===== config.mk =====
export PLATFORM = sky130hd
export DESIGN_NAME = slk_ram
export DESIGN_NICKNAME = d
export VERILOG_FILES = /design/src/slk_ram.sv
export SDC_FILE = /design/constraint.sdc
export NUM_CORES = 1
export LEC_CHECK = 0
export BUFFER_PORTS_ARGS = -buffer_cell sky130_fd_sc_hd__buf_4
export CAP_MARGIN = 40
export CORE_MARGIN = 1
export CORE_UTILIZATION = 30
export CTS_CLUSTER_SIZE = 12
export DETAILED_ROUTE_END_ITERATION = 6
export PLACE_DENSITY = 0.56
export SLEW_MARGIN = 20
export SYNTH_ARGS = -nofsm -noshare
export SYNTH_HDL_FRONTEND = slang
export SYNTH_SLANG_ARGS = --single-unit

===== constraint.sdc =====
create_clock -name clk_i -period 2.2 [get_ports clk_i]
set_input_delay 0.33 -clock clk_i [delete_from_list [all_inputs] [get_ports clk_i]]
set_output_delay 0.33 -clock clk_i [all_outputs]
set_load 0.02 [all_outputs]

===== src/slk_ram.sv =====
// slk_ram: generic single-port-write, single-port-read RAM with
// registered read. No dependencies.
`timescale 1ns / 1ps
`default_nettype none
module slk_ram #(
  parameter int unsigned Width = 8,
  parameter int unsigned Depth = 16
) (
  input  wire logic                     clk_i,
  input  wire logic                     we_i,
  input  wire logic [$clog2(Depth)-1:0] waddr_i,
  input  wire logic [Width-1:0]         wdata_i,
  input  wire logic [$clog2(Depth)-1:0] raddr_i,
  output      logic [Width-1:0]         rdata_o
);

  logic [Width-1:0] mem_q [Depth];

  // write port and registered read port
  always_ff @(posedge clk_i) begin
    if (we_i) begin
      mem_q[waddr_i] <= wdata_i;
    end
    rdata_o <= mem_q[raddr_i];
  end

endmodule
`default_nettype wire


==> results_tabular.tex <==
\begin{tabular}{lr}
\hline
Metric & Value \\
\hline
\multicolumn{2}{l}{\textbf{Synth}} \\
\quad Yosys warning count & 0 \\
\quad Distinct cell type count after synthesis & 19 \\
\quad Area fraction of the dominant cell type after synthesis & 0.747 \\
\quad Number of nets produced by synthesis & 247 \\
\quad Part of the Yosys area used for sequential elements & 0.778 \\
\quad Register bit count reported by yosys & 136 \\
\quad Synthesized instance count & 229 \\
\quad Post-Syn Area & 5150 µm² \\
\quad Share of synthesized flip-flops with an asynchronous set or reset & 0 \\
\quad Top cell type by total area after synthesis & sky130\_fd\_sc\_hd\_\_edfxtp\_1 \\
\quad Dominant synthesized flop cell & sky130\_fd\_sc\_hd\_\_edfxtp\_1 \\
\quad Number of flops mapped to enable cells by yosys & 128 \\
\quad Syn Area/Cell & 22.5 µm² \\
\quad Dominant cells by area after synthesis & sky130\_fd\_sc\_hd\_\_edfxtp\_1, sky130\_fd\_sc\_hd\_\_mux4\_2, sky130\_fd\_sc\_hd\_\_mux4\_1, sky130\_fd\_sc\_hd\_\_dfxtp\_1, sky130\_fd\_sc\_hd\_\_a22oi\_1 \\
\multicolumn{2}{l}{\textbf{Global route}} \\
\quad Maximum number of pins on one net before global-route repair & 20 \\
\quad Global route total overflow & 0 \\
\quad First-pass GRT wire length & 16.0 mm \\
\quad Antenna violations before repair & 0 \\
\quad Gr usage total & 0.128 \\
\quad Via count of the first global-routing pass & 2,642 \\
\multicolumn{2}{l}{\textbf{Placement}} \\
\quad Setup Slack @ Placement & 0.309 ns \\
\quad I/O Buffers & 25 \\
\quad Placement-stage cell area & 5740 µm² \\
\quad Placed insts & 491 \\
\quad Final estimated routing congestion in global placement & 0.772 \\
\quad Sum of net half-perimeters after detailed placement & 6.95 mm \\
\multicolumn{2}{l}{\textbf{Drt}} \\
\quad Post-DRT Antenna Nets & 0 \\
\quad Met3 Routed Length & 613 µm \\
\quad DRC marker count from the first detailed-route iteration & 199 \\
\quad First-pass iteration count of the detailed router & 4 \\
\quad DR vias & 2,471 \\
\quad Average routed wire per standard cell & 20.0 µm \\
\quad Via/cell ratio & 4.72 \\
\quad Top Metal Used & met4 \\
\quad Detailed-routed wire length on met2 & 4.90 mm \\
\quad Overall routed net length & 10.5 mm \\
\quad DRC viols & 0 \\
\quad Routed metal-1 wire length & 4.84 mm \\
\multicolumn{2}{l}{\textbf{Worst setup path}} \\
\quad Cell with the largest stage delay on the worst path & sky130\_fd\_sc\_hd\_\_mux4\_1 \\
\quad Critical Path AT & 1.73 ns \\
\quad Maximum cell stage delay along the critical path & 0.60 ns \\
\quad Bufs and invs on worst path & 2 \\
\quad Worst path cell trace & buf\_4 -> buf\_4 -> mux4\_1 -> a22oi\_1 -> nand2\_1 \\
\quad Launching element type of the critical path & input pin \\
\quad Cell family contributing the most delay on the critical path & multiplexers \\
\quad Most frequent cell on the critical path & sky130\_fd\_sc\_hd\_\_buf\_4 \\
\quad Worst Path Required & 2.49 ns \\
\quad Sort of element at the end of the critical path & flip-flop \\
\quad Max FO, Critical Path & 9 \\
\quad Path type of the worst setup path & in -> reg \\
\multicolumn{2}{l}{\textbf{Clock tree}} \\
\quad Clock latency on the worst-skew pair & 0.41 ns \\
\quad Clock input transition at the sequential cells of the worst setup and hold paths & 0.06 ns \\
\quad Clock sink total & 136 \\
\quad Count of buffers added by post-CTS timing repair for setup & 0 \\
\quad Count of hold buffers inserted by post-cts repair & 0 \\
\quad TritonCTS clock tree & yes \\
\quad Clock tree root driver cell & sky130\_fd\_sc\_hd\_\_clkbuf\_16 \\
\quad Post-CTS resize count & 0 \\
\quad Number of buffers created by CTS & 17 \\
\quad H-tree lvl count & 4 \\
\quad Longest Clk Path Bufs & 2 \\
\multicolumn{2}{l}{\textbf{Final layout}} \\
\quad Area growth from synthesis to layout & 23.8\% \\
\quad Ratio of cells with drive above 1 in the final layout & 0.337 \\
\quad Area of the multi-input gates & 1060 µm² \\
\quad Top library cells by usage in the layout, fill and taps aside & sky130\_fd\_sc\_hd\_\_edfxtp\_1, sky130\_fd\_sc\_hd\_\_buf\_4, sky130\_fd\_sc\_hd\_\_mux4\_2, sky130\_fd\_sc\_hd\_\_clkbuf\_16, sky130\_fd\_sc\_hd\_\_a22oi\_1 \\
\quad Number of cells in the finished layout apart from fillers & 523 \\
\quad Fin area & 6370 µm² \\
\quad FF+latch area & 4000 µm² \\
\quad Filler Cells Inserted & 1,487 \\
\quad Number of antenna repair diodes & 0 \\
\quad Most common cell after layout, fill and taps aside & sky130\_fd\_sc\_hd\_\_edfxtp\_1 \\
\quad Final core occ & 0.383 \\
\quad Number of nets in the layout & 308 \\
\multicolumn{2}{l}{\textbf{Timing}} \\
\quad Final total negative setup slack & 0 ns \\
\quad \# setup viols final & 0 \\
\quad Final worst-path setup slack & 0.767 ns \\
\quad Min Clock Period, post-route & 1.43 ns \\
\quad Unrepaired setup endpoints after global routing & no \\
\quad Hold violation total from the final report & 0 \\
\quad Transition time of the tightest slew-check pin & 0.515 ns \\
\quad Post-route fraction of the period consumed by the critical path & 0.651 \\
\quad Post-Route Skew & 0.00576 ns \\
\quad Final count of pins violating max slew & 0 \\
\quad Headroom to the max-slew limit & 0.656 \\
\quad Max frequency & 698 MHz \\
\multicolumn{2}{l}{\textbf{Worst hold path}} \\
\quad Classification of the worst-slack hold path & in -> reg \\
\multicolumn{2}{l}{\textbf{Power and ir drop}} \\
\quad Static power due to leakage & 2.17 nW \\
\quad Peak supply drop & 0.000554 V \\
\quad Cell Pwr Density & 980 nW/µm² \\
\multicolumn{2}{l}{\textbf{Die}} \\
\quad Number of core rows & 47 \\
\quad Horizontal extent of the die & 133 µm \\
\quad Core Footprint & 16,600 µm² \\
\quad Starting density of the core & 0.309 \\
\quad IO Count & 26 \\
\quad Floorplan die area & 17,700 µm² \\
\quad Die height & 133 µm \\
\multicolumn{2}{l}{\textbf{Job}} \\
\quad Max-cap violations & 0 \\
\multicolumn{2}{l}{\textbf{Status}} \\
\quad Outcome & finished, final reports clean \\
\hline
\end{tabular}
[path summary, 6_finish.rpt]
kind	from	to	slack, ns	cells after the start
setup reg to reg	mem_q[3][7]	rdata_o[7]	0.84	3
hold / removal	wdata_i[4]	mem_q[7][4]	0.23	1
setup / recovery	raddr_i[0]	rdata_o[2]	0.77	5
hold reg to reg	mem_q[14][7]	rdata_o[7]	0.66	3
[per-layer routing]
metal	GRT usage	up-vias
met5	0	-
met4	0.0441	0
met2	0.194	64
met1	0.176	1294
met3	0.0368	14
li1	-	1099
[layout make-up]
class,instances,area share
Tap cell,220,0.0432
Clock inverter,15,0.0326
Timing Repair Buffer,52,0.0632
Multi-Input combinational cell,83,0.166
Clock buffer,17,0.0668
Sequential cell,136,0.628
[per-stage QoR]
stage,hold slack (ns),total power (W)
floorplan,0.429,0.00313
global placement,0.640,0.00328
detailed placement,0.652,0.00329
CTS,0.216,0.00630
global route,0.233,0.00643
finish,0.225,0.00625
[Yosys cell counts, types with 2 or more instances]
master and n:
sky130_fd_sc_hd__mux4_1 14, sky130_fd_sc_hd__nand3b_1 2, sky130_fd_sc_hd__nand2_1 9, sky130_fd_sc_hd__edfxtp_1 128
sky130_fd_sc_hd__mux4_2 18, sky130_fd_sc_hd__buf_6 3, sky130_fd_sc_hd__buf_2 3, sky130_fd_sc_hd__clkdlybuf4s25_2 3
sky130_fd_sc_hd__nor3_1 4, sky130_fd_sc_hd__dfxtp_1 8, sky130_fd_sc_hd__nor2_1 13, sky130_fd_sc_hd__a22oi_1 16
sky130_fd_sc_hd__nand2b_1 2
[worst register-to-register path: stages (launching register included)]
cell	delay (ns)
sky130_fd_sc_hd__edfxtp_1	0.37
sky130_fd_sc_hd__mux4_2	0.50
sky130_fd_sc_hd__a22oi_1	0.30
sky130_fd_sc_hd__nand2_1	0.08
[kinds of logic after synthesis]
group	count (synthesis)	synth area share
AO/OA/AOI/OAI	16	0.0233
buffers and inverters	10	0.0168
flip-flops	136	0.778
multiplexers	32	0.150
AND/OR/NAND/NOR	35	0.0318
[flip-flops by register name, summed over array words and instances (netlist names)]
signal and flops:
mem_q 128, rdata_o 8
[power by group]
part	switching, W	internal (W)	total [W]
sequential	0.0000180	0.00290	0.00292
clock	0.00103	0.00199	0.00302
combinational	0.000174	0.000140	0.000314
Power figures use the tool's default switching activity.
