[src/slk_pkg.sv]
// slk_pkg: shared types, constants and sequencer states for the
// single-linkage k-clustering block. No dependencies.
`timescale 1ns / 1ps
`default_nettype none
package slk_pkg;

  localparam int unsigned MaxPointsDef = 256;
  localparam int unsigned CoordBitsDef = 12;
  localparam int unsigned FracBitsDef  = 10;
  localparam int unsigned CountW       = 9;
  localparam int unsigned SqW          = 25;
  localparam int unsigned DistW        = 23;

  localparam logic [CountW-1:0] CountReset = 9'd2;

  typedef enum logic {
    REQ_LOAD = 1'b0,
    REQ_RUN  = 1'b1
  } req_type_e;

  typedef enum logic {
    ST_OK      = 1'b0,
    ST_BAD_CNT = 1'b1
  } status_e;

  typedef struct packed {
    logic              req_type;
    logic signed [11:0] point_x;
    logic signed [11:0] point_y;
  } slk_in_t;

  typedef struct packed {
    logic [SqW-1:0]   squared_distance;
    logic [DistW-1:0] distance_fixed;
    logic             status;
  } slk_out_t;

  typedef enum logic [3:0] {
    S_IDLE,
    S_INIT_RD,
    S_INIT_WR,
    S_SCAN_RD,
    S_SCAN_WR,
    S_PICK,
    S_SEL_RD,
    S_SEL_CHK,
    S_SQRT,
    S_OUT
  } slk_state_e;

endpackage
`default_nettype wire

[src/slk_sqrt.sv]
// slk_sqrt: bit-serial fixed-point square root, one result bit per cycle.
// Depends on slk_pkg.
`timescale 1ns / 1ps
`default_nettype none
module slk_sqrt
  import slk_pkg::*;
#(
  parameter int unsigned FracBits = FracBitsDef
) (
  input  wire logic             clk_i,
  input  wire logic             rst_ni,
  input  wire logic             start_i,
  input  wire logic [SqW-1:0]   value_i,
  output      logic             done_o,
  output      logic [DistW-1:0] root_o
);

  localparam int unsigned Steps = (SqW + 1) / 2 + FracBits;
  localparam int unsigned StepW = $clog2(Steps + 1);
  localparam int unsigned RadW  = 2 * Steps;
  localparam int unsigned RootW = Steps;
  localparam int unsigned RemW  = RootW + 2;

  logic [RadW-1:0]  rad_q, rad_d;
  logic [RootW-1:0] root_q, root_d;
  logic [RemW-1:0]  rem_q, rem_d;
  logic [StepW-1:0] cnt_q, cnt_d;
  logic             busy_q, busy_d;
  logic [RemW-1:0]  rem_sh, trial;

  // one digit step: shift in two radicand bits, try subtract
  always_comb begin
    rad_d  = rad_q;
    root_d = root_q;
    rem_d  = rem_q;
    cnt_d  = cnt_q;
    busy_d = busy_q;
    rem_sh = {rem_q[RemW-3:0], rad_q[RadW-1:RadW-2]};
    trial  = {root_q, 2'b01};
    if (start_i) begin
      rad_d  = RadW'({value_i, (2 * FracBits)'(0)});
      root_d = '0;
      rem_d  = '0;
      cnt_d  = StepW'(Steps);
      busy_d = 1'b1;
    end else if (busy_q) begin
      rad_d = rad_q << 2;
      if (rem_sh >= trial) begin
        rem_d  = rem_sh - trial;
        root_d = {root_q[RootW-2:0], 1'b1};
      end else begin
        rem_d  = rem_sh;
        root_d = {root_q[RootW-2:0], 1'b0};
      end
      cnt_d = cnt_q - 1'b1;
      if (cnt_q == StepW'(1)) begin
        busy_d = 1'b0;
      end
    end
  end

  always_ff @(posedge clk_i or negedge rst_ni) begin
    if (!rst_ni) begin
      busy_q <= 1'b0;
      cnt_q  <= '0;
    end else begin
      busy_q <= busy_d;
      cnt_q  <= cnt_d;
    end
  end

  always_ff @(posedge clk_i) begin
    rad_q  <= rad_d;
    root_q <= root_d;
    rem_q  <= rem_d;
  end

  assign done_o = busy_q && (cnt_q == StepW'(1));
  assign root_o = DistW'(root_d);

endmodule
`default_nettype wire

[config.mk]
export PLATFORM = sky130hd
export DESIGN_NAME = slk_sqrt
export DESIGN_NICKNAME = d
export VERILOG_FILES = /design/src/slk_pkg.sv /design/src/slk_sqrt.sv
export SDC_FILE = /design/constraint.sdc
export NUM_CORES = 1
export LEC_CHECK = 0
export BUFFER_PORTS_ARGS = -buffer_cell sky130_fd_sc_hd__buf_2
export CORE_ASPECT_RATIO = 1.5
export CORE_UTILIZATION = 45
export CTS_CLUSTER_DIAMETER = 40
export DETAILED_ROUTE_END_ITERATION = 8
export GPL_TIMING_DRIVEN = 0
export PLACE_DENSITY_LB_ADDON = 0.3
export SLEW_MARGIN = 20
export SYNTH_ARGS = -nofsm -noshare
export SYNTH_HDL_FRONTEND = slang
export SYNTH_SLANG_ARGS = --single-unit
[constraint.sdc]
create_clock -name clk_i -period 3.2 [get_ports clk_i]
set_input_delay 0.16 -clock clk_i [delete_from_list [all_inputs] [get_ports clk_i]]
set_output_delay 0.16 -clock clk_i [all_outputs]
set_load 0.02 [all_outputs]
==> results of run 1 <==
==> power groups by stage <==
stage          clock [mW]  combinational (mW)  sequential [mW]
3_5_place_dp            0                2.73             1.32
4_1_cts              1.02                2.74             1.30
5_1_grt              1.06                3.05             1.31
3_3_place_gp            0                2.70             1.32
6_report            0.999                2.81             1.30
2_1_floorplan           0                2.20             1.28
==> per-layer routing <==
| metal | vias to the layer above | track usage [%] |
|---|---|---|
| met5 | - | 0 |
| met2 | 103 | 37.7 |
| met1 | 1814 | 22.8 |
| met4 | 0 | 14.6 |
| li1 | 1872 | - |
| met3 | 37 | 3.41 |
==> area by class of cell <==
| class | instances | area, um^2 | share of cell area, % |
|---|---|---|---|
| timing repair buffer | 53 | 275 | 5.16 |
| clock buffer | 9 | 225 | 4.22 |
| sequential | 78 | 1840 | 34.5 |
| clock inverter | 7 | 62.6 | 1.17 |
| tap | 117 | 146 | 2.74 |
| buffer | 18 | 108 | 2.02 |
| inverter | 39 | 146 | 2.74 |
| multi-input combinational | 345 | 2530 | 47.4 |
==> critical path: cells and delay by family, from the launching register on <==
kind / cells / cell delay [ps]
AND/OR/NAND/NOR: 1 / 190
buffers and inverters: 4 / 550
flip-flops: 1 / 340
adder cells (fa/ha/maj): 1 / 290
AO/OA/AOI/OAI: 5 / 1180
==> cell families (layout without fill, tap and decap cells) <==
logic type | count (synthesis) | after routing | share of synthesized area, %
xor+xnor | 20 | 20 | 3.79
mux | 54 | 54 | 12.3
flops | 78 | 78 | 39.8
fa+ha+maj | 27 | 27 | 7.31
buf+inv | 61 | 126 | 5.82
simple gates | 138 | 138 | 13.5
compound gates | 106 | 106 | 17.5
==> repair_timing <==
| action | CTS | global route |
|---|---|---|
| endpoints found under the setup margin | 1 | 1 |
| setup buffers | 0 | 1 |
| endpoints found under the hold margin | 6 | 0 |
| hold buffers | 1 | 0 |
| pin swaps | 0 | 2 |
| resized for setup | 2 | 5 |
==> flip-flops by register name (all words and copies together), names as in the netlist <==
name and count:
root_q 23, cnt_q 5, rad_q 26, busy_q 1, rem_q 23
==> synthesized netlist by cell type (4+ instances only) <==
cell type,count,area [um^2]
a211oi_1,9,67.6
a21o_1,10,75.1
a21oi_1,19,95.1
a311oi_2,5,75.1
a32oi_1,4,35.0
and2_1,4,25.0
buf_1,4,15.0
clkbuf_1,12,45.0
dfrtp_1,6,150
dfxtp_1,47,941
edfxtp_1,25,751
ha_1,27,338
inv_1,38,143
mux2_2,23,259
mux2i_1,31,310
nand2_1,34,128
nand2_2,6,37.5
nand3_1,11,55.1
nand4_1,5,31.3
nor2_1,55,206
nor3_1,9,45.0
o211ai_1,8,60.1
o21ai_0,16,80.1
xnor2_1,14,123
xor2_1,6,52.6
==> through the flow <==
step	util (%)	worst slack, ps	instances
after floorplan	-	466	484
after global placement	49.8	256	652
after detailed placement	49.8	251	652
after CTS	52.8	107	666
after global routing	53.0	9.43	666
final	53.0	126	666
==> how the worst max path moves through the flow <==
stage | to | cells after the start | start
final | root_o[0] | 11 | root_q[16]$_DFF_P_
after global routing | root_o[0] | 11 | root_q[16]$_DFF_P_
after CTS | root_o[0] | 11 | root_q[16]$_DFF_P_
after detailed placement | root_o[0] | 12 | root_q[14]$_DFF_P_
after global placement | root_o[0] | 12 | root_q[14]$_DFF_P_
after floorplan | root_q[0]$_DFF_P_ | 11 | root_q[12]$_DFF_P_
==> results.md, run 1 <==
* Status: complete, no violations
* Depth of the worst register-to-register path at 12
* Die span in y at between 100 and 150 um
* CP cell instances: inv_1 > ha_1 > buf_6 > a21o_1 > a21o_1 > o311a_4 > a221oi_4 > and2_4 > buf_8 > a211oi_1 > buf_4
* CP Class: reg -> out
* Slowest-stage cell, CP: o311a_4
* Top FF cell, synth: dfxtp_1
* Relative slew slack at a little over a third
* Max_cap viols at 0
* Final Skew at between 7 and 8 ps
* Gr usage total at between 20% and 30%
* Layout area overhead at 15.5%
* Placeable Area at 10,100 um^2
* Final hold viol count at 0
* Power density cells at 957 nW/um^2
* # DRC at 0
* Final setup viols at 0
* DR iter-0 viols at a little under 200
* Port Buffers at 51
* Post-DP Area at between 5000 and 6000 um^2
* Max Slew Vio Count at 0
* Worst EP required at 3040 ps
* Hold/Removal Path Class: in -> reg
* Cells on Worst Hold Path at 2
* R2r startpoint: root_q[16]$_DFF_P_
* Startpoint Class: flip-flop
* Via-to-Cell Ratio at between 5 and 6
* Reg clk slew, reported paths at around 70 ps
* Most common cell after layout, fill and taps aside: nor2_1
* Syn_area_per_cell at 9.55 um^2
* Most frequent cells in the layout: nor2_1 (55), buf_2 (51), dfxtp_1 (46)
* Final WL at 11,000 um
* # diodes at 0
* Via Count at between 3,000 and 4,000
* Global route total overflow at 0
* Clock Latency Late Sink at approximately 350 ps
* Pre-antenna DRT Iters at 6
* Switch Pwr at between 2 and 2.5 mW
* Minimum clock period at between 3000 and 4000 ps
* FF+latch count, synth at between 70 and 80
* FF-to-FF setup slack at between 400 and 500 ps
* Clock sinks at 78
* Overall die width at approximately 85 um
* Post-Syn Nets at between 500 and 600
* Filler cells at between 900 and 1,000
* Critical Path End Type: output port
* Clk pwr share at about a fifth
* Setup TNS at 0 ps
* Clock Tree Root: clkbuf_16
* Largest stage delay, worst path at 390 ps
* Max VDD drop at slightly above 0.5 mV
* Ys async rst share at under 10%
* DP Wirelength at ~8000 um
* Fmax at approximately 0.33 GHz
* TritonCTS clock tree: done
* Flop pwr share at approximately 26%
* Warnings from Yosys at 0
* Share of layout cells above drive strength 1 at between 20% and 30%
* Routed length on met1 at between 4000 and 5000 um
* Number of H-tree levels at 3
* Logic pwr share at 55.0%
* Clk buf depth at 2
* Met3 WL at 391 um
* Met2 wire length at about 5700 um
* Routed Antenna Nets at 0
* Int Power at 2.98 mW
* Hold path startpoint: value_i[1]
* First-pass GRT wire length at ~18,000 um
* Layout Nets at roughly 600
* Sw Ratio at between 40% and 50%
* Post-synth EDFFs at 25
* Mapped Cells at 484
* Num CTS Buffers at 9
* Area of the die at roughly 11,000 um^2
* Pleak at ~2.4 nW
* Routed WL per cell at approximately 17 um
* RSZ-0062 raised after global routing: false
* Row cnt at 45
* CP arrival at between 2000 and 3000 ps
* Design Power at between 5 and 6 mW
* Largest net degree at the start of global routing at 26
* Unique cell type count in the Yosys netlist at 62
* Antenna violations before repair at 0
* # IOs at 52
* RR Endpoint: rem_q[10]$_SDFFE_PP0P_
* Starting Density at between 40% and 50%
* Vias in the first global route at 3,685
* Measured slew at the worst slew-check pin at slightly below 1000 ps
* Hold endpoint: rad_q[21]$_SDFFCE_PN0P_
* Cell with the most instances on the worst path: a21o_1
* Final Wtd Congestion at roughly 0.91
* Crit path max fanout at 15
* Post-synthesis sequential area ratio at about two fifths
* Mapped cell area at 4620 um^2
* Fin crit share at between 90% and 100%
* Fin area at 5340 um^2
* DR top layer: met4
* Hold Slack at between 90 and 100 ps
(Power assumes the default switching activity.)
==> run 2: changes to the inputs <==
CORE_ASPECT_RATIO = 0.9   (was 1.5)
==> run 2 against run 1 <==
Net effect:
- combinational power increased by 4%
- non-clock buffer count up 5
- first-iteration DRC count is 10% higher
- global-route usage is 1.0 points higher
- critical path depth unchanged
- maximum frequency is 2.0% higher
- routed wire length grew 2.3%
- worst hold slack worse by 1.1 ps
- sequential cell count unchanged
==> results.md, run 2 (synthesis results as in run 1) <==
* Port Buffers at 51 (unchanged)
* Relative slew slack at 37.0% (+1.9 points)
* Grt met2 use at 34.7% (-3.0 points)
* CP arrival at 2850 ps (-60 ps)
* Final setup viols at 0 (unchanged)
* Power density cells at 967 nW/um^2 (+1.1%)
* Slowest-stage cell, CP: o311a_4
* Met3 GRT Util at 6.07% (+2.7 points)
* Startpoint Class: flip-flop
* Clock Latency Late Sink at 350 ps (about the same)
* CP cell instances: inv_1 > ha_1 > buf_6 > a21o_1 > a21o_1 > o311a_4 > a221oi_4 > and2_1 > buf_6 > a211oi_1 > buf_2
* Die span in y at 98.1 um (-22%)
* # DRC at 0 (unchanged)
* Most Crowded Layer GR: met2
* Final hold viol count at 0 (unchanged)
* First-pass GRT wire length at 18,300 um (+4.4%)
* Layout Nets at 604 (+0.83%)
* Starting Density at 47.0% (+1.2 points)
* Fmax at 0.332 GHz (+2.0%)
* Max FFs per register at 26 (unchanged)
* Reg with most FFs: rad_q
* Share of layout cells above drive strength 1 at 22.0% (+0.71 points)
* Final Wtd Congestion at 0.899 (-1.2%)
* Clock Tree Root: clkbuf_16
* Hold Slack at 96.5 ps (-1.09 ps)
* RSZ-0062 raised after global routing: false
* Biggest regs: rad_q x26, rem_q x23, root_q x23
* Worst EP required at 3040 ps (about the same)
* Largest net degree at the start of global routing at 26 (unchanged)
* Via-to-Cell Ratio at 5.65 (-1.7%)
* Placeable Area at 9830 um^2 (-2.5%)
* Status: complete, no violations
* Most common cell after layout, fill and taps aside: nor2_1
* Pleak at 2.42 nW (+0.57%)
* Overall die width at 109 um (+28%)
* Fin crit share at 94.2% (-1.9 points)
* Clock sinks at 78 (unchanged)
* Max Slew Vio Count at 0 (unchanged)
* Largest stage delay, worst path at 390 ps (about the same)
* Global route total overflow at 0 (unchanged)
* Row cnt at 34 (-24%)
* Final Skew at 8.47 ps (+0.870 ps)
* Hold/Removal Path Class: in -> reg
* Final WL at 11,200 um (+2.3%)
* Most frequent cells in the layout: nor2_1 (55), buf_2 (52), dfxtp_1 (47)
* Fin util at 54.8% (+1.8 points)
* DP Wirelength at 8110 um (-1.0%)
* # diodes at 0 (unchanged)
* DR iter-0 viols at 213 (+10%)
* Max VDD drop at 0.395 mV (-24%)
* Antenna violations before repair at 0 (unchanged)
* Gr usage total at 22.2% (+1.0 points)
* Filler cells at 905 (-1.1%)
* TritonCTS clock tree: done
* Layout area overhead at 16.5%
* Setup TNS at 0 ps (unchanged)
* Measured slew at the worst slew-check pin at 942 ps (-28.4 ps)
* Critical Path End Type: output port
* Area of the die at 10,700 um^2 (about the same)
* Reg clk slew, reported paths at 60 ps (about the same)
* Num CTS Buffers at 9 (unchanged)
* Routed Antenna Nets at 0 (unchanged)
* Crit path max fanout at 8 (-7)
* # IOs at 52 (unchanged)
* Met1 Usage GRT at 28.7% (+5.9 points)
* Number of H-tree levels at 3 (unchanged)
* Vias in the first global route at 3,783 (+2.7%)
* Via Count at 3,839 (+0.34%)
* Max_cap viols at 0 (unchanged)
* Clk buf depth at 2 (unchanged)
* Minimum clock period at 3010 ps (-59.8 ps)
* CP Class: reg -> out
* Pre-antenna DRT Iters at 5 (-1)
* Routed WL per cell at 16.5 um (+0.15%)
==> run 2: changes by cell type in the layout (fill, tap and decap cells not counted), sizes merged <==
cell,before,now
inv,43,41
buf,61,66
clkinvlp,1,3
==> run 2: timing repair <==
action / in CTS / in global routing
buffers inserted: 0 / 6
resized for setup: 1 / 4
setup endpoints to repair: 1 / 1
hold endpoints to repair: 6 / 0
pin swaps: 0 / 1
hold buffers: 1 / 0
==> run 2: metrics by stage <==
step | power (mW) | area (um^2) | std cells | worst slack [ps]
after detailed placement | 4.04 | 5030 | 661 | 308
after floorplan | 3.48 | 4620 | 484 | 466
after global routing | 5.53 | 5390 | 680 | 20.8
final | 5.21 | 5390 | 680 | 186
after global placement | 4.00 | 5030 | 661 | 304
after CTS | 5.05 | 5330 | 676 | 74.9
==> run 2: area by class of cell <==
type	count	area, um^2	area share (%)
Timing Repair Buffer	58	310	5.76
Multi-Input combinational cell	345	2530	47.1
Inverter	39	146	2.72
Buffer	18	104	1.93
Sequential cell	78	1840	34.2
Clock inverter	7	65.1	1.21
Clock buffer	9	225	4.18
Tap cell	126	158	2.93
==> run 2: routing by layer <==
metal | up-vias | wire (um)
li1 | 1881 | -
met1 | 1807 | 5110
met2 | 125 | 5230
met3 | 26 | 594
met4 | 0 | 315
met5 | - | 0
==> run 2: worst paths after layout <==
| check | startpoint | end | slack [ps] | cells after the start |
|---|---|---|---|---|
| setup / recovery | root_q[16]$_DFF_P_ | root_o[0] | 190 | 11 |
| hold / removal | value_i[0] | rad_q[20]$_SDFFCE_PN0P_ | 100 | 2 |
| setup reg to reg | root_q[16]$_DFF_P_ | rem_q[6]$_SDFFE_PP0P_ | 360 | 13 |
| hold reg to reg | rem_q[22]$_SDFFE_PP0P_ | rem_q[22]$_SDFFE_PP0P_ | 480 | 2 |
| max in group asynchronous | rst_ni | cnt_q[3]$_DFFE_PN0P_ | 2860 | 2 |
| min in group asynchronous | rst_ni | cnt_q[0]$_DFFE_PN0P_ | 190 | 2 |
==> run 2: power by group <==
group	total, mW	internal, mW	leakage [nW]	switching [mW]
clock network	1.00	0.540	0.132	0.462
logic	2.91	1.31	1.58	1.60
registers	1.30	1.19	0.715	0.111
==> run 2: critical path, delay by kind of cell (launching register included) <==
kind / cells / cell delay, ps
AOI/OAI and AO/OA: 5 / 1100
buffers and inverters: 4 / 540
adders and majority gates: 1 / 300
and+or+nand+nor: 1 / 180
DFF: 1 / 370
==> run 3: changes to the inputs <==
GPL_TIMING_DRIVEN = unset   (was 0)
==> run 3 against run 2 <==
Net effect:
- clock power is essentially flat
- cell count fell by 2.6%
- worst setup slack worse by 3.0 ps
- critical path depth fell by 2
- sequential cell count stayed put
- utilization shrank 1.3 points
- largest power group unchanged
- worst hold slack lost 2.1 ps
==> results.md, run 3 (synthesis results as in run 1) <==
* Via Count at 3,734 (-2.7%)
* Pre-antenna DRT Iters at 4 (-1)
* Int Power at 2.86 mW (-5.8%)
* Fin util at 53.5% (-1.3 points)
* Die span in y at 98.1 um (unchanged)
* Clock Tree Root: clkbuf_16
* Global route total overflow at 0 (unchanged)
* Biggest regs: rad_q x26, rem_q x23, root_q x23
* # DRC at 0 (unchanged)
* DP Wirelength at 7830 um (-3.5%)
* Fin crit share at 94.3% (about the same)
* Port Buffers at 51 (unchanged)
* Clk pwr share at 19.8% (+0.6 points)
* Hold/Removal Path Class: in -> reg
* # IOs at 52 (unchanged)
* Clock Latency Late Sink at 350 ps (about the same)
* Slowest-stage cell, CP: ha_1
* TritonCTS clock tree: done
* R2r startpoint: root_q[14]$_DFF_P_
* Status: complete, no violations
* Flop pwr share at 26.4% (+1.5 points)
* Starting Density at 47.0% (unchanged)
* Routed Antenna Nets at 0 (unchanged)
* Cells on Worst Hold Path at 2 (unchanged)
* Layout Nets at 586 (-3.0%)
* Gr usage total at 21.2% (-1.0 points)
* Bufs and invs on worst path at 2 (-2)
* Hold endpoint: rad_q[20]$_SDFFCE_PN0P_
* Crit path max fanout at 10 (+2)
* Hold path startpoint: value_i[0]
* Crit path max-delay family: compound AO/OA/AOI/OAI gates
* Pleak at 2.38 nW (-2.0%)
* Final Wtd Congestion at 0.929 (+3.3%)
* Share of layout cells above drive strength 1 at 21.6% (-0.38 points)
* Number of H-tree levels at 3 (unchanged)
* Placeable Area at 9830 um^2 (unchanged)
* Hold Slack at 94.5 ps (-2.06 ps)
* Relative slew slack at 59.7% (+23 points)
* Final Skew at 7.93 ps (-0.545 ps)
* Switch Pwr at 2.08 mW (-4.1%)
* Max_cap viols at 0 (unchanged)
* Vias in the first global route at 3,613 (-4.5%)
* Clock sinks at 78 (unchanged)
* Clk buf depth at 2 (unchanged)
* Antenna violations before repair at 0 (unchanged)
* Most frequent cells in the layout: nor2_1 (55), buf_2 (51), dfxtp_1 (47)
* Final hold viol count at 0 (unchanged)
* # diodes at 0 (unchanged)
* RR Endpoint: rem_q[14]$_SDFFE_PP0P_
* First-pass GRT wire length at 17,500 um (-4.7%)
* Via-to-Cell Ratio at 5.64 (about the same)
* Power density cells at 941 nW/um^2 (-2.8%)
* Largest stage delay, worst path at 410 ps (+20 ps)
* Minimum clock period at 3020 ps (+2.96 ps)
* Row cnt at 34 (unchanged)
* Setup TNS at 0 ps (unchanged)
* Num CTS Buffers at 9 (unchanged)
* Max FFs per register at 26 (unchanged)
* Largest net degree at the start of global routing at 55 (+110%)
* Logic pwr share at 53.8% (-2.1 points)
* CP arrival at 2860 ps (about the same)
* Reg with most FFs: rad_q
* Startpoint Class: flip-flop
* Overall die width at 109 um (unchanged)
* Max VDD drop at 0.414 mV (+4.7%)
* Critical Path End Type: output port
* DR iter-0 viols at 189 (-11%)
* Most common cell after layout, fill and taps aside: nor2_1
* Sw Ratio at 42.1% (+0.44 points)
* Reg clk slew, reported paths at 60 ps (about the same)
* Area of the die at 10,700 um^2 (unchanged)
* CP cell instances: inv_1 > ha_1 > a21oi_2 > o21ai_1 > o311a_4 > a221oi_4 > and2_2 > a211oi_2 > buf_2
* CP Class: reg -> out
* Measured slew at the worst slew-check pin at 604 ps (-337 ps)
* Layout area overhead at 13.8%
* Worst EP required at 3040 ps (about the same)
* FF-to-FF setup slack at 340 ps (-20 ps)
* Fmax at 0.331 GHz (about the same)
* Routed WL per cell at 16.2 um (-1.8%)
* Depth of the worst register-to-register path at 10 (-3)
* Max Slew Vio Count at 0 (unchanged)
* Final WL at 10,800 um (-4.4%)
* Final setup viols at 0 (unchanged)
* RSZ-0062 raised after global routing: false
[run 3: repair_timing]
action / in CTS / in global routing
hold endpoints to repair: 6 / 0
hold buffers: 1 / 0
buffers inserted: 0 / 0
gates resized for setup: 0 / 2
setup endpoints to repair: 0 / 1
[run 3: worst max-delay path by stage]
stage | start | to | slack (ps) | depth (start not counted)
after floorplan | root_q[12]$_DFF_P_ | root_q[0]$_DFF_P_ | 470 | 11
after global placement | root_q[14]$_DFF_P_ | rem_q[14]$_SDFFE_PP0P_ | 440 | 10
after detailed placement | root_q[14]$_DFF_P_ | rem_q[14]$_SDFFE_PP0P_ | 330 | 10
after CTS | root_q[14]$_DFF_P_ | root_o[0] | 120 | 9
after global routing | root_q[14]$_DFF_P_ | root_o[0] | 10 | 9
final | root_q[14]$_DFF_P_ | root_o[0] | 180 | 9
[run 3: per-stage QoR]
stage	power [mW]	area [um^2]	setup slack (ps)	instances
after CTS	4.92	5250	123	662
after floorplan	3.48	4620	466	484
after detailed placement	3.93	4960	329	645
after global placement	3.88	4960	439	645
final	4.94	5260	183	662
after global routing	5.27	5260	14.9	662
[run 3: power groups by stage]
stage	Clock [mW]	Combinational, mW	Sequential, mW
finish	0.981	2.66	1.30
CTS	0.993	2.62	1.30
global placement	0	2.56	1.32
floorplan	0	2.20	1.28
detailed placement	0	2.60	1.32
global route	1.04	2.91	1.32
[run 3: area by class of cell]
class                           instances  area [um^2]
Multi-Input combinational cell        345         2520
Clock inverter                          7         57.6
Tap cell                              126          158
Timing Repair Buffer                   58          310
Fill cell                             916         4570
Sequential cell                        78         1840
Inverter                               39          146
Clock buffer                            9          225
[run 3: per-layer routing]
metal	GRT usage (%)	wire, um	share of wire (%)
met5	0	0	0
met2	33.3	5110	48
met3	5.67	554	5.2
met1	27.5	4850	45
met4	8.73	231	2.1
